### config.mk
export PLATFORM = sky130hd
export DESIGN_NAME = earliest_finish_server_assigner_top
export DESIGN_NICKNAME = d
export VERILOG_FILES = /design/src/rtl/efsa_pkg.sv /design/src/rtl/efsa_cell.sv /design/src/rtl/earliest_finish_server_assigner_top.sv
export SDC_FILE = /design/constraint.sdc
export NUM_CORES = 2
export LEC_CHECK = 0
export ABC_AREA = 1
export BUFFER_PORTS_ARGS = -buffer_cell sky130_fd_sc_hd__buf_4
export CAP_MARGIN = 30
export CORE_AREA = 5 5 281 283
export DETAILED_ROUTE_END_ITERATION = 6
export DIE_AREA = 0 0 286 288
export GPL_TIMING_DRIVEN = 0
export PLACE_DENSITY_LB_ADDON = 0.05
export SLEW_MARGIN = 20
export SYNTH_ARGS = -nofsm -noshare
export SYNTH_HDL_FRONTEND = slang
export SYNTH_SLANG_ARGS = --single-unit
### constraint.sdc
create_clock -name clk_i -period 4.2 [get_ports clk_i]
set_input_delay 0.63 -clock clk_i [delete_from_list [all_inputs] [get_ports clk_i]]
set_output_delay 0.63 -clock clk_i [all_outputs]
set_load 0.01 [all_outputs]
### src/rtl/efsa_pkg.sv
package efsa_pkg;

  // default number of servers
  localparam int unsigned MAX_SERVERS_DEF = 8;
  // chosen_server is three bits wide, so at most eight servers can be picked
  localparam int unsigned INDEX_LIMIT = 8;

  localparam int unsigned CMD_W = 2;
  localparam int unsigned IDX_W = 3;
  localparam int unsigned SPAN_W = 16;
  localparam int unsigned TIME_W = 32;
  localparam int unsigned CNT_W = 4;

  typedef enum logic [CMD_W-1:0] {
    CMD_LOAD    = 2'd0,
    CMD_SERVE   = 2'd1,
    CMD_RESTART = 2'd2
  } cmd_e;

  typedef enum logic [1:0] {
    ST_IDLE,
    ST_SCAN,
    ST_DONE
  } state_e;

  // search packet handed from cell to cell
  typedef struct packed {
    logic              valid;
    logic [TIME_W-1:0] fin;
    logic [IDX_W-1:0]  idx;
  } pkt_t;

  // control broadcast to every cell
  typedef struct packed {
    logic              clear;
    logic              ld;
    logic [IDX_W-1:0]  ld_slot;
    logic [SPAN_W-1:0] ld_time;
    logic              upd;
    logic [IDX_W-1:0]  upd_idx;
    logic [TIME_W-1:0] upd_fin;
    logic [CNT_W-1:0]  active_n;
  } ctl_t;

endpackage

### src/rtl/efsa_cell.sv
module efsa_cell #(
  parameter int unsigned CELL_IDX = 0
) (
  input  logic          clk_i,
  input  logic          rst_ni,
  input  efsa_pkg::ctl_t ctl_i,
  input  efsa_pkg::pkt_t pkt_i,
  output efsa_pkg::pkt_t pkt_o
);

  logic [efsa_pkg::TIME_W-1:0] nf_q, nf_d;
  logic [efsa_pkg::SPAN_W-1:0] st_q, st_d;
  logic                        pv_q;
  logic [efsa_pkg::TIME_W-1:0] pfin_q, pfin_d;
  logic [efsa_pkg::IDX_W-1:0]  pidx_q, pidx_d;
  logic [efsa_pkg::TIME_W:0]   sum;
  logic [efsa_pkg::TIME_W-1:0] fin;
  logic                        active;
  logic                        take;

  // saturated finish time of this server
  assign sum = {1'b0, nf_q} + {{(efsa_pkg::TIME_W + 1 - efsa_pkg::SPAN_W){1'b0}}, st_q};
  assign fin = sum[efsa_pkg::TIME_W] ? {efsa_pkg::TIME_W{1'b1}} : sum[efsa_pkg::TIME_W-1:0];

  // first cell always takes the request, later ones only on a strictly smaller finish
  assign active = (efsa_pkg::CNT_W'(CELL_IDX) < ctl_i.active_n);
  assign take   = pkt_i.valid && active && ((CELL_IDX == 0) || (fin < pkt_i.fin));

  always_comb begin
    pfin_d = take ? fin : pkt_i.fin;
    pidx_d = take ? efsa_pkg::IDX_W'(CELL_IDX) : pkt_i.idx;
  end

  // server state updates
  always_comb begin
    nf_d = nf_q;
    st_d = st_q;
    if (ctl_i.clear) begin
      nf_d = '0;
    end else if (ctl_i.upd && (ctl_i.upd_idx == efsa_pkg::IDX_W'(CELL_IDX))) begin
      nf_d = ctl_i.upd_fin;
    end
    if (ctl_i.ld && (ctl_i.ld_slot == efsa_pkg::IDX_W'(CELL_IDX))) begin
      st_d = ctl_i.ld_time;
    end
  end

  always_ff @(posedge clk_i or negedge rst_ni) begin
    if (!rst_ni) begin
      nf_q <= '0;
      st_q <= '0;
      pv_q <= 1'b0;
    end else begin
      nf_q <= nf_d;
      st_q <= st_d;
      pv_q <= pkt_i.valid;
    end
  end

  // packet payload to the neighbor
  always_ff @(posedge clk_i) begin
    pfin_q <= pfin_d;
    pidx_q <= pidx_d;
  end

  assign pkt_o = '{valid: pv_q, fin: pfin_q, idx: pidx_q};

endmodule

### src/rtl/earliest_finish_server_assigner_top.sv
// Earliest-finish server assigner.
// Input channel (in_valid_i / in_stall_o) carries one request: cmd_i,
// server_slot_i and service_time_i. A load request sets one server's service
// time, a restart request clears every next-free time, a serve request picks
// the server with the least saturated next-free plus service time (ties to the
// lowest index) and returns finish_time_o / chosen_server_o on the output
// channel (out_valid_o / out_stall_i).
// Servers sit in a row of cells; a serve request walks the row one cell per
// cycle, its result is registered at the end of the row and then moved into
// the output register, and the next request is taken once it is there. Load
// and restart requests complete in the accepting cycle. servers_in_use is
// written through cfg_we_i / cfg_wdata_i; the user must write it only while
// idle, the block does not enforce this. 0 acts as 1, values above the server
// count saturate. Reset clears all next-free and service times, sets
// servers_in_use to 1 and empties the output register.
// A result waiting under out_stall_i holds its value; loads and restarts are
// still taken meanwhile, and a further serve waits at the end of its walk
// until the output register is free.
module earliest_finish_server_assigner_top #(
  parameter int unsigned MAX_SERVERS = efsa_pkg::MAX_SERVERS_DEF
) (
  input  logic                        clk_i,
  input  logic                        rst_ni,
  input  logic                        cfg_we_i,
  input  logic [efsa_pkg::CNT_W-1:0]  cfg_wdata_i,
  input  logic                        in_valid_i,
  output logic                        in_stall_o,
  input  logic [efsa_pkg::CMD_W-1:0]  cmd_i,
  input  logic [efsa_pkg::IDX_W-1:0]  server_slot_i,
  input  logic [efsa_pkg::SPAN_W-1:0] service_time_i,
  output logic                        out_valid_o,
  input  logic                        out_stall_i,
  output logic [efsa_pkg::TIME_W-1:0] finish_time_o,
  output logic [efsa_pkg::IDX_W-1:0]  chosen_server_o
);

  localparam int unsigned NumCells =
    (MAX_SERVERS < efsa_pkg::INDEX_LIMIT) ? MAX_SERVERS : efsa_pkg::INDEX_LIMIT;

  efsa_pkg::state_e            state_q, state_d;
  logic [efsa_pkg::CNT_W-1:0]  use_q;
  logic [efsa_pkg::CNT_W-1:0]  active_n;
  logic                        accept;
  logic                        is_serve;
  logic                        tail_done;
  logic                        out_load;
  logic [efsa_pkg::TIME_W-1:0] res_fin_q;
  logic [efsa_pkg::IDX_W-1:0]  res_idx_q;
  logic                        out_valid_q;
  logic [efsa_pkg::TIME_W-1:0] out_fin_q;
  logic [efsa_pkg::IDX_W-1:0]  out_idx_q;
  logic [NumCells-1:0]         chain_valid;
  efsa_pkg::ctl_t              ctl;
  efsa_pkg::pkt_t              chain [NumCells+1];

  assign accept    = in_valid_i && !in_stall_o;
  assign is_serve  = (cmd_i == efsa_pkg::CMD_SERVE);
  assign tail_done = chain[NumCells].valid;

  // servers_in_use register
  always_ff @(posedge clk_i or negedge rst_ni) begin
    if (!rst_ni) begin
      use_q <= efsa_pkg::CNT_W'(1);
    end else if (cfg_we_i) begin
      use_q <= cfg_wdata_i;
    end
  end

  // effective server count
  always_comb begin
    active_n = use_q;
    if (use_q == '0) begin
      active_n = efsa_pkg::CNT_W'(1);
    end else if (use_q > efsa_pkg::CNT_W'(NumCells)) begin
      active_n = efsa_pkg::CNT_W'(NumCells);
    end
  end

  // control broadcast
  always_comb begin
    ctl.clear    = accept && (cmd_i == efsa_pkg::CMD_RESTART);
    ctl.ld       = accept && (cmd_i == efsa_pkg::CMD_LOAD);
    ctl.ld_slot  = server_slot_i;
    ctl.ld_time  = service_time_i;
    ctl.upd      = tail_done;
    ctl.upd_idx  = chain[NumCells].idx;
    ctl.upd_fin  = chain[NumCells].fin;
    ctl.active_n = active_n;
  end

  // serve request enters the first cell
  assign chain[0] = '{valid: accept && is_serve, fin: '0, idx: '0};

  for (genvar g = 0; g < NumCells; g++) begin : g_cell
    efsa_cell #(
      .CELL_IDX(g)
    ) u_cell (
      .clk_i (clk_i),
      .rst_ni(rst_ni),
      .ctl_i (ctl),
      .pkt_i (chain[g]),
      .pkt_o (chain[g+1])
    );
    assign chain_valid[g] = chain[g+1].valid;
  end

  // sequencer
  always_comb begin
    state_d    = state_q;
    in_stall_o = 1'b1;
    out_load   = 1'b0;
    case (state_q)
      efsa_pkg::ST_IDLE: begin
        in_stall_o = 1'b0;
        if (in_valid_i && is_serve) begin
          state_d = efsa_pkg::ST_SCAN;
        end
      end
      efsa_pkg::ST_SCAN: begin
        if (tail_done) begin
          state_d = efsa_pkg::ST_DONE;
        end
      end
      efsa_pkg::ST_DONE: begin
        if (!out_valid_q || !out_stall_i) begin
          out_load = 1'b1;
          state_d  = efsa_pkg::ST_IDLE;
        end
      end
      default: begin
        state_d = efsa_pkg::ST_IDLE;
      end
    endcase
  end

  always_ff @(posedge clk_i or negedge rst_ni) begin
    if (!rst_ni) begin
      state_q <= efsa_pkg::ST_IDLE;
    end else begin
      state_q <= state_d;
    end
  end

  // result of the walk
  always_ff @(posedge clk_i) begin
    if (tail_done) begin
      res_fin_q <= chain[NumCells].fin;
      res_idx_q <= chain[NumCells].idx;
    end
  end

  // output register
  always_ff @(posedge clk_i or negedge rst_ni) begin
    if (!rst_ni) begin
      out_valid_q <= 1'b0;
    end else if (out_load) begin
      out_valid_q <= 1'b1;
    end else if (!out_stall_i) begin
      out_valid_q <= 1'b0;
    end
  end

  always_ff @(posedge clk_i) begin
    if (out_load) begin
      out_fin_q <= res_fin_q;
      out_idx_q <= res_idx_q;
    end
  end

  assign out_valid_o     = out_valid_q;
  assign finish_time_o   = out_fin_q;
  assign chosen_server_o = out_idx_q;

`ifndef SYNTHESIS
  a_one_walk: assert property (@(posedge clk_i) disable iff (!rst_ni)
    $onehot0(chain_valid))
    else $error("more than one serve request in the cell row");

  a_walk_in_scan: assert property (@(posedge clk_i) disable iff (!rst_ni)
    (chain_valid != '0) |-> (state_q == efsa_pkg::ST_SCAN))
    else $error("serve request in the cell row outside scan");

  a_serve_starts_scan: assert property (@(posedge clk_i) disable iff (!rst_ni)
    (accept && is_serve) |=> (state_q == efsa_pkg::ST_SCAN))
    else $error("accepted serve request did not start a scan");

  a_chosen_active: assert property (@(posedge clk_i) disable iff (!rst_ni)
    (out_valid_o && !$past(cfg_we_i)) |->
      ({1'b0, chosen_server_o} < active_n))
    else $error("chosen server outside the servers in use");
`endif

endmodule

======== After elaboration in Yosys (flattened, before gate mapping) ========
Index checks and enable logic that the tools add are counted.
cells by class
  add/subtract/negate cells ............... 8
  order comparisons ....................... 16
  equal/unequal tests ..................... 22
  multiplexer cells ....................... 43
  reductions and logical operators ........ 53
operators by type and width
  kind                number
  $mux 32             31
  $add 32x16->33      8
  $lt 32x32->1        7
  $logic_and 1x1->1   36
  $eq 3x3->1 const B  8
  $lt 3x4->1 const A  4
  $reduce_bool 2->1   8
  $eq 3x2->1 const B  4
  $lt 1x4->1 const A  2
  $lt 2x4->1 const A  2
  $mux 4              2
  $eq 3x1->1 const B  2
  $logic_not 3->1     2
  $mux 1              6
  $mux 2              3
  $ne 2x1->1 const B  3
  $pmux 2 s3          1
  $eq 2x1->1 const B  2
  $eq 2x2->1 const B  2
  $gt 4x4->1 const B  1
  $logic_not 2->1     2
  $logic_not 4->1     1
  $reduce_and 3->1    1
  $logic_not 1->1     2
  other kinds (2)     2
storage, ports and cells
  register bits after elaboration ......... 746
  input bits .............................. 30
  logic and storage cells ................. 188

======== Longest topological paths before layout ========
  depth in word-level cells ............... 7
  depth in mapped cells ................... 26
  mapped depth without buffers ............ 25

======== Modules after synthesis ========
Synthesis repeated with hierarchy kept, for this count alone.
unflattened totals
  cell total of the unflattened synthesis .. 5815
  area, all modules ....................... 45219.6 um^2
by module, submodules not included
  module                               instances  cells each  area each (um^2)
  efsa_cell at g_cell[4].u_cell        1          723         5475.3
  efsa_cell at g_cell[5].u_cell        1          716         5407.7
  efsa_cell at g_cell[6].u_cell        1          725         5405.2
  efsa_cell at g_cell[7].u_cell        1          722         5402.7
  efsa_cell at g_cell[1].u_cell        1          716         5396.4
  efsa_cell at g_cell[3].u_cell        1          721         5385.2
  efsa_cell at g_cell[2].u_cell        1          709         5368.9
  efsa_cell at g_cell[0].u_cell        1          665         4922.2
  earliest_finish_server_assigner_top  1          118         2456.1

======== Least setup slack after synthesis ========
Ideal clock, no wire load.
  path type ............................... register to register
  from .................................... register g_cell[7].u_cell.st_q[0] (netlist bit)
  to ...................................... register g_cell[7].u_cell.pfin_q[10] (netlist bit)
  arrival ................................. 3.790 ns
  required time ........................... 4.141 ns
  setup slack ............................. 0.351 ns
  stages on the path, launching flop included .. 22
  period minus slack after synthesis ...... 3.849 ns
  cells stage by stage .................... dfrtp_1 ha_1 fa_1 nand2_1 nand2_1 nand3_1 nand2_1 nand2_1 nand2_2 nand2_2 clkbuf_1 o21ai_0 a21o_1 ha_1 nand2_1 o21ai_0 nand2_1 o21ai_0 nor4_1 clkbuf_1 nand3_1 nand2_1
on the way
  longest elaborated chain between the ends .. 5
RTL lines
  element                                     RTL line         source
  start: declaration                          efsa_cell.sv:12  logic [efsa_pkg::SPAN_W-1:0] st_q, st_d;
  start signal: assignment                    efsa_cell.sv:55  st_q <= st_d;
  $add 32x16->33 *                            efsa_cell.sv:22  assign sum = {1'b0, nf_q} + {{(efsa_pkg::TIME_W + 1 - efsa_pkg::SPAN_W){1'b0}}, st_q};
  $mux 32 *                                   efsa_cell.sv:23  assign fin = sum[efsa_pkg::TIME_W] ? {efsa_pkg::TIME_W{1'b1}} : sum[efsa_pkg::TIME_W-1:0];
  $lt 32x32->1                                efsa_cell.sv:27  assign take = pkt_i.valid && active && ((CELL_IDX == 0) || (fin < pkt_i.fin));
  $logic_and 1x1->1                           efsa_cell.sv:27
  $mux 32 *                                   efsa_cell.sv:30  pfin_d = take ? fin : pkt_i.fin;
  named net g_cell[7].u_cell.pfin_d, one bit  efsa_cell.sv:14  logic [efsa_pkg::TIME_W-1:0] pfin_q, pfin_d;
  end signal: assignment                      efsa_cell.sv:62  pfin_q <= pfin_d;
  end: declaration                            efsa_cell.sv:14
Mark *: on every way through the listed nets, which the timed path passes. The rest lies on a longest branch.
A chain may end at the register's enable or synchronous reset.

======== Worst setup path after layout ========
  from .................................... register g_cell[5].u_cell.st_q[0] (netlist bit)
  to ...................................... register g_cell[5].u_cell.pidx_q[1] (netlist bit)
on the way
  longest elaborated chain between the ends .. 4
RTL lines
  element                   RTL line         source
  start: declaration        efsa_cell.sv:12
  start signal: assignment  efsa_cell.sv:55
  $add 32x16->33            efsa_cell.sv:22
  $mux 32                   efsa_cell.sv:23
  $lt 32x32->1              efsa_cell.sv:27
  $logic_and 1x1->1         efsa_cell.sv:27
  end signal: assignment    efsa_cell.sv:63  pidx_q <= pidx_d;
  end: declaration          efsa_cell.sv:15  logic [efsa_pkg::IDX_W-1:0] pidx_q, pidx_d;
Every way passes these cells.

==> flow_metrics.env <==
export IMPL_hold_viol=0
export IMPL_num_rows=102
export IMPL_total_power_mw=24.2
export IMPL_syn_num_nets=5825
export IMPL_status="complete, no violations"
export IMPL_worstMarginPinSlew_ps=1110
export IMPL_path_max_fanout=7
export IMPL_n_fill_cell=6705
export IMPL_period_minus_slack_ps=4060
export IMPL_ys_ff_latch=742
export IMPL_timing_rr_start="g_cell[5].u_cell.st_q[0]"
export IMPL_max_slew_margin_pct=26.2
export IMPL_cts_tree="yes"
export IMPL_synthXorXnorAreaFrac_pct=0.506
export IMPL_clk_latency_ps=650
export IMPL_clk_pin_slew_ps=70
export IMPL_setup_viol=0
export IMPL_drt_first_pass_iters=6
export IMPL_synthDistinctLibCells=62
export IMPL_synth_area_um2=41500
export IMPL_grt_pass1_vias=35000
export IMPL_finalMaxSlewViolations=0
export IMPL_vias=37800
export IMPL_multi_input_comb_area_um2=21800
export IMPL_antenna_found_initial=26
export IMPL_worstPathRequired_ps=4680
export IMPL_synth_warnings=0
export IMPL_core_um2=76400
export IMPL_dieArea_um2=82400
export IMPL_routed_wl_mm=141
export IMPL_place_hpwl_mm=104
export IMPL_yosys_area_share_simple_pct=27.7
export IMPL_worstReg2RegEnd="g_cell[5].u_cell.pidx_q[1]"
export IMPL_overflow=0
export IMPL_min_period_over_period_pct=96.6
export IMPL_hold_depth=3
export IMPL_clock_sinks=742
export IMPL_endpoint="g_cell[5].u_cell.pidx_q[1]"
export IMPL_cts_made_buffers=81
export IMPL_nNetsFinal=6037
export IMPL_synth_adder_area_share_pct=10.8
export IMPL_p_per_area_nw_per_um2=502
export IMPL_leakagePower_nw=23.0
export IMPL_min_path_type="primary input to register"
export IMPL_area_growth_pct=16.1
export IMPL_drv_cap=0
export IMPL_grt_usage_pct=33.5
export IMPL_ctsLongestPathBuffers=3
export IMPL_fmax_mhz=246
export IMPL_die_w_um=286
export IMPL_synth_area_per_cell_um2=7.63
export IMPL_critPathKind="register to register"
export IMPL_crit_path_end_kind="register"
export IMPL_async_flop_share_pct=53.8
export IMPL_gp_congestion=0.942
export IMPL_mostFrequentLayoutCells="nand2_1, inv_1, o21ai_0, nand3_1, dfrtp_1"
export IMPL_worstSetupStartpoint="g_cell[5].u_cell.st_q[0]"
export IMPL_start_util_pct=54.3
export IMPL_viasPerCell=5.62
export IMPL_design_area_um2=48200
export IMPL_drtIter0Drc=3538
export IMPL_root_buffer="clkbuf_16"
export IMPL_grt_max_degree=77
export IMPL_portBuffers=66
export IMPL_synth_seq_area_share_pct=42.3
export IMPL_rrSetupSlack_ps=140
export IMPL_cp_data_arrival_time_ps=4530
export IMPL_num_io_pins=67
export IMPL_muxShareOfSynthArea_pct=0.0542
export IMPL_ir_worst_vdd_v=0.000479
export IMPL_finalClockSkew_ps=31.3
export IMPL_fin_setup_tns_ps=0
export IMPL_drc=0
export IMPL_cts_htree_levels=3
export IMPL_finalHoldWorstSlack_ps=207
export IMPL_reg2reg_depth=20
export IMPL_dp_cells=6515
export IMPL_place_area_um2=43800
export IMPL_layout_drive_gt1_share_pct=12.1
export IMPL_final_common_cell="nand2_1"
export IMPL_die_h_um=288
export IMPL_synth_compound_area_share_pct=11.3
export IMPL_start_kind="register"
export IMPL_syn_inst=5442
export IMPL_grt_pass1_wl_mm=210
export IMPL_synth_top_family_by_area="simple AND/OR/NAND/NOR gates"
export IMPL_synthFlopType="dfrtp_1"
export IMPL_seq_area_um2=17600
export IMPL_ant_nets=0
export IMPL_wl_per_cell_um=20.9
export IMPL_synth_edf_count=70
export IMPL_stdcell_count=6729
==> power breakdown <==
group / switching, mW / internal [mW] / total (mW)
clock network: 3.14 / 4.72 / 7.86
registers: 0.589 / 7.99 / 8.58
logic: 5.04 / 2.73 / 7.78
total: 8.78 / 15.4 / 24.2
==> synthesized netlist by cell type, types with 19 or more instances <==
cell type	count	area [um2]
nand3_1	489	2450
nor2_1	222	833
clkbuf_1	118	443
inv_1	617	2320
ha_1	345	4320
buf_2	21	105
nor4_1	24	150
a211oi_1	19	143
nand4_1	56	350
nor3_1	67	335
nand2_2	29	181
or2_2	106	663
nand2_1	1613	6050
o21ai_0	522	2610
dfrtp_1	398	9960
edfxtp_1	70	2100
a21oi_1	239	1200
dfxtp_1	273	5470
nand3b_1	19	143
==> sequential cells by signal, summed over array words and instances (netlist names), 4 cells and up <==
signal / flops
g_cell.u_cell.nf_q: 256
res_fin_q: 32
g_cell.u_cell.pfin_q: 256
g_cell.u_cell.pidx_q: 17
finish_time_o: 32
use_q: 4
g_cell.u_cell.pv_q: 8
g_cell.u_cell.st_q: 128
==> cells by family (layout without fill, tap and decap cells) <==
| group | after synthesis | in the layout |
|---|---|---|
| flip-flops | 742 | 742 |
| AND/OR/NAND/NOR | 2664 | 2664 |
| AO/OA/AOI/OAI | 874 | 874 |
| other | 0 | 18 |
| XOR/XNOR | 24 | 24 |
| multiplexers | 2 | 2 |
| buffers and inverters | 783 | 1064 |
| adder cells (fa/ha/maj) | 353 | 353 |
==> worst min-delay path by stage <==
stage / start / end / slack [ps]
final: cfg_wdata_i[2] / use_q[2] / 210
after global routing: cfg_wdata_i[0] / use_q[0] / 220
after CTS: cfg_wdata_i[2] / use_q[2] / 190
after detailed placement: g_cell[0].u_cell.pv_q / g_cell[1].u_cell.pv_q / 370
after global placement: g_cell[6].u_cell.pv_q / g_cell[7].u_cell.pv_q / 360
after floorplan: rst_ni / g_cell[0].u_cell.nf_q[0] / 330
==> layout make-up <==
cell class,count,share of cell area [%]
diodes,18,0.0934
plain buffers,160,1.90
clock buffers,97,4.56
clock inverters,55,1.58
inverters,623,4.89
multi-input cells,3917,45.3
flip-flops and latches,742,36.4
well taps,988,2.56
repair buffers,129,2.67
==> stage by stage <==
stage                     worst slack (ps)  utilization [%]
after global placement               -1750             56.6
after floorplan                        351                -
after detailed placement              -860             57.2
final                                  143             63.1
after global routing                 -59.1             63.0
after CTS                            0.638             61.7
==> layer usage <==
layer | GRT usage [%] | routed length, um | up-vias | share of wire [%]
met4 | 17.3 | 7760 | 4 | 5.5
met2 | 52.4 | 62700 | 1359 | 44
met3 | 6.43 | 11800 | 320 | 8.4
li1 | - | - | 18400 | -
met5 | 0 | 34 | - | 0.024
met1 | 44.6 | 58600 | 17700 | 42
==> critical path: stages, from the launching register on <==
cell and delay [ps]:
dfrtp_1 390, ha_2 230, fa_2 360, nand2_2 100, nand2_1 80, nand3_1 100
nand2_2 100, nand2_1 80, nand2_1 90, nand2_2 150, buf_8 140, buf_4 110
o21ai_0 70, a21o_1 200, ha_1 320, nand3_1 120, or4_4 450, a21oi_2 170
a2111oi_4 50, buf_6 160, a21boi_0 420
==> timing repair <==
action                                 in CTS  in global routing
endpoints found under the hold margin      56                  0
pin swaps                                  10                 37
hold buffers                                1                  0
resized for setup                         108                209
setup endpoints to repair                 241                241
buffers inserted                           11                 31
gates cloned                                0                  0
No activity file was read; power rests on OpenSTA's default activity.
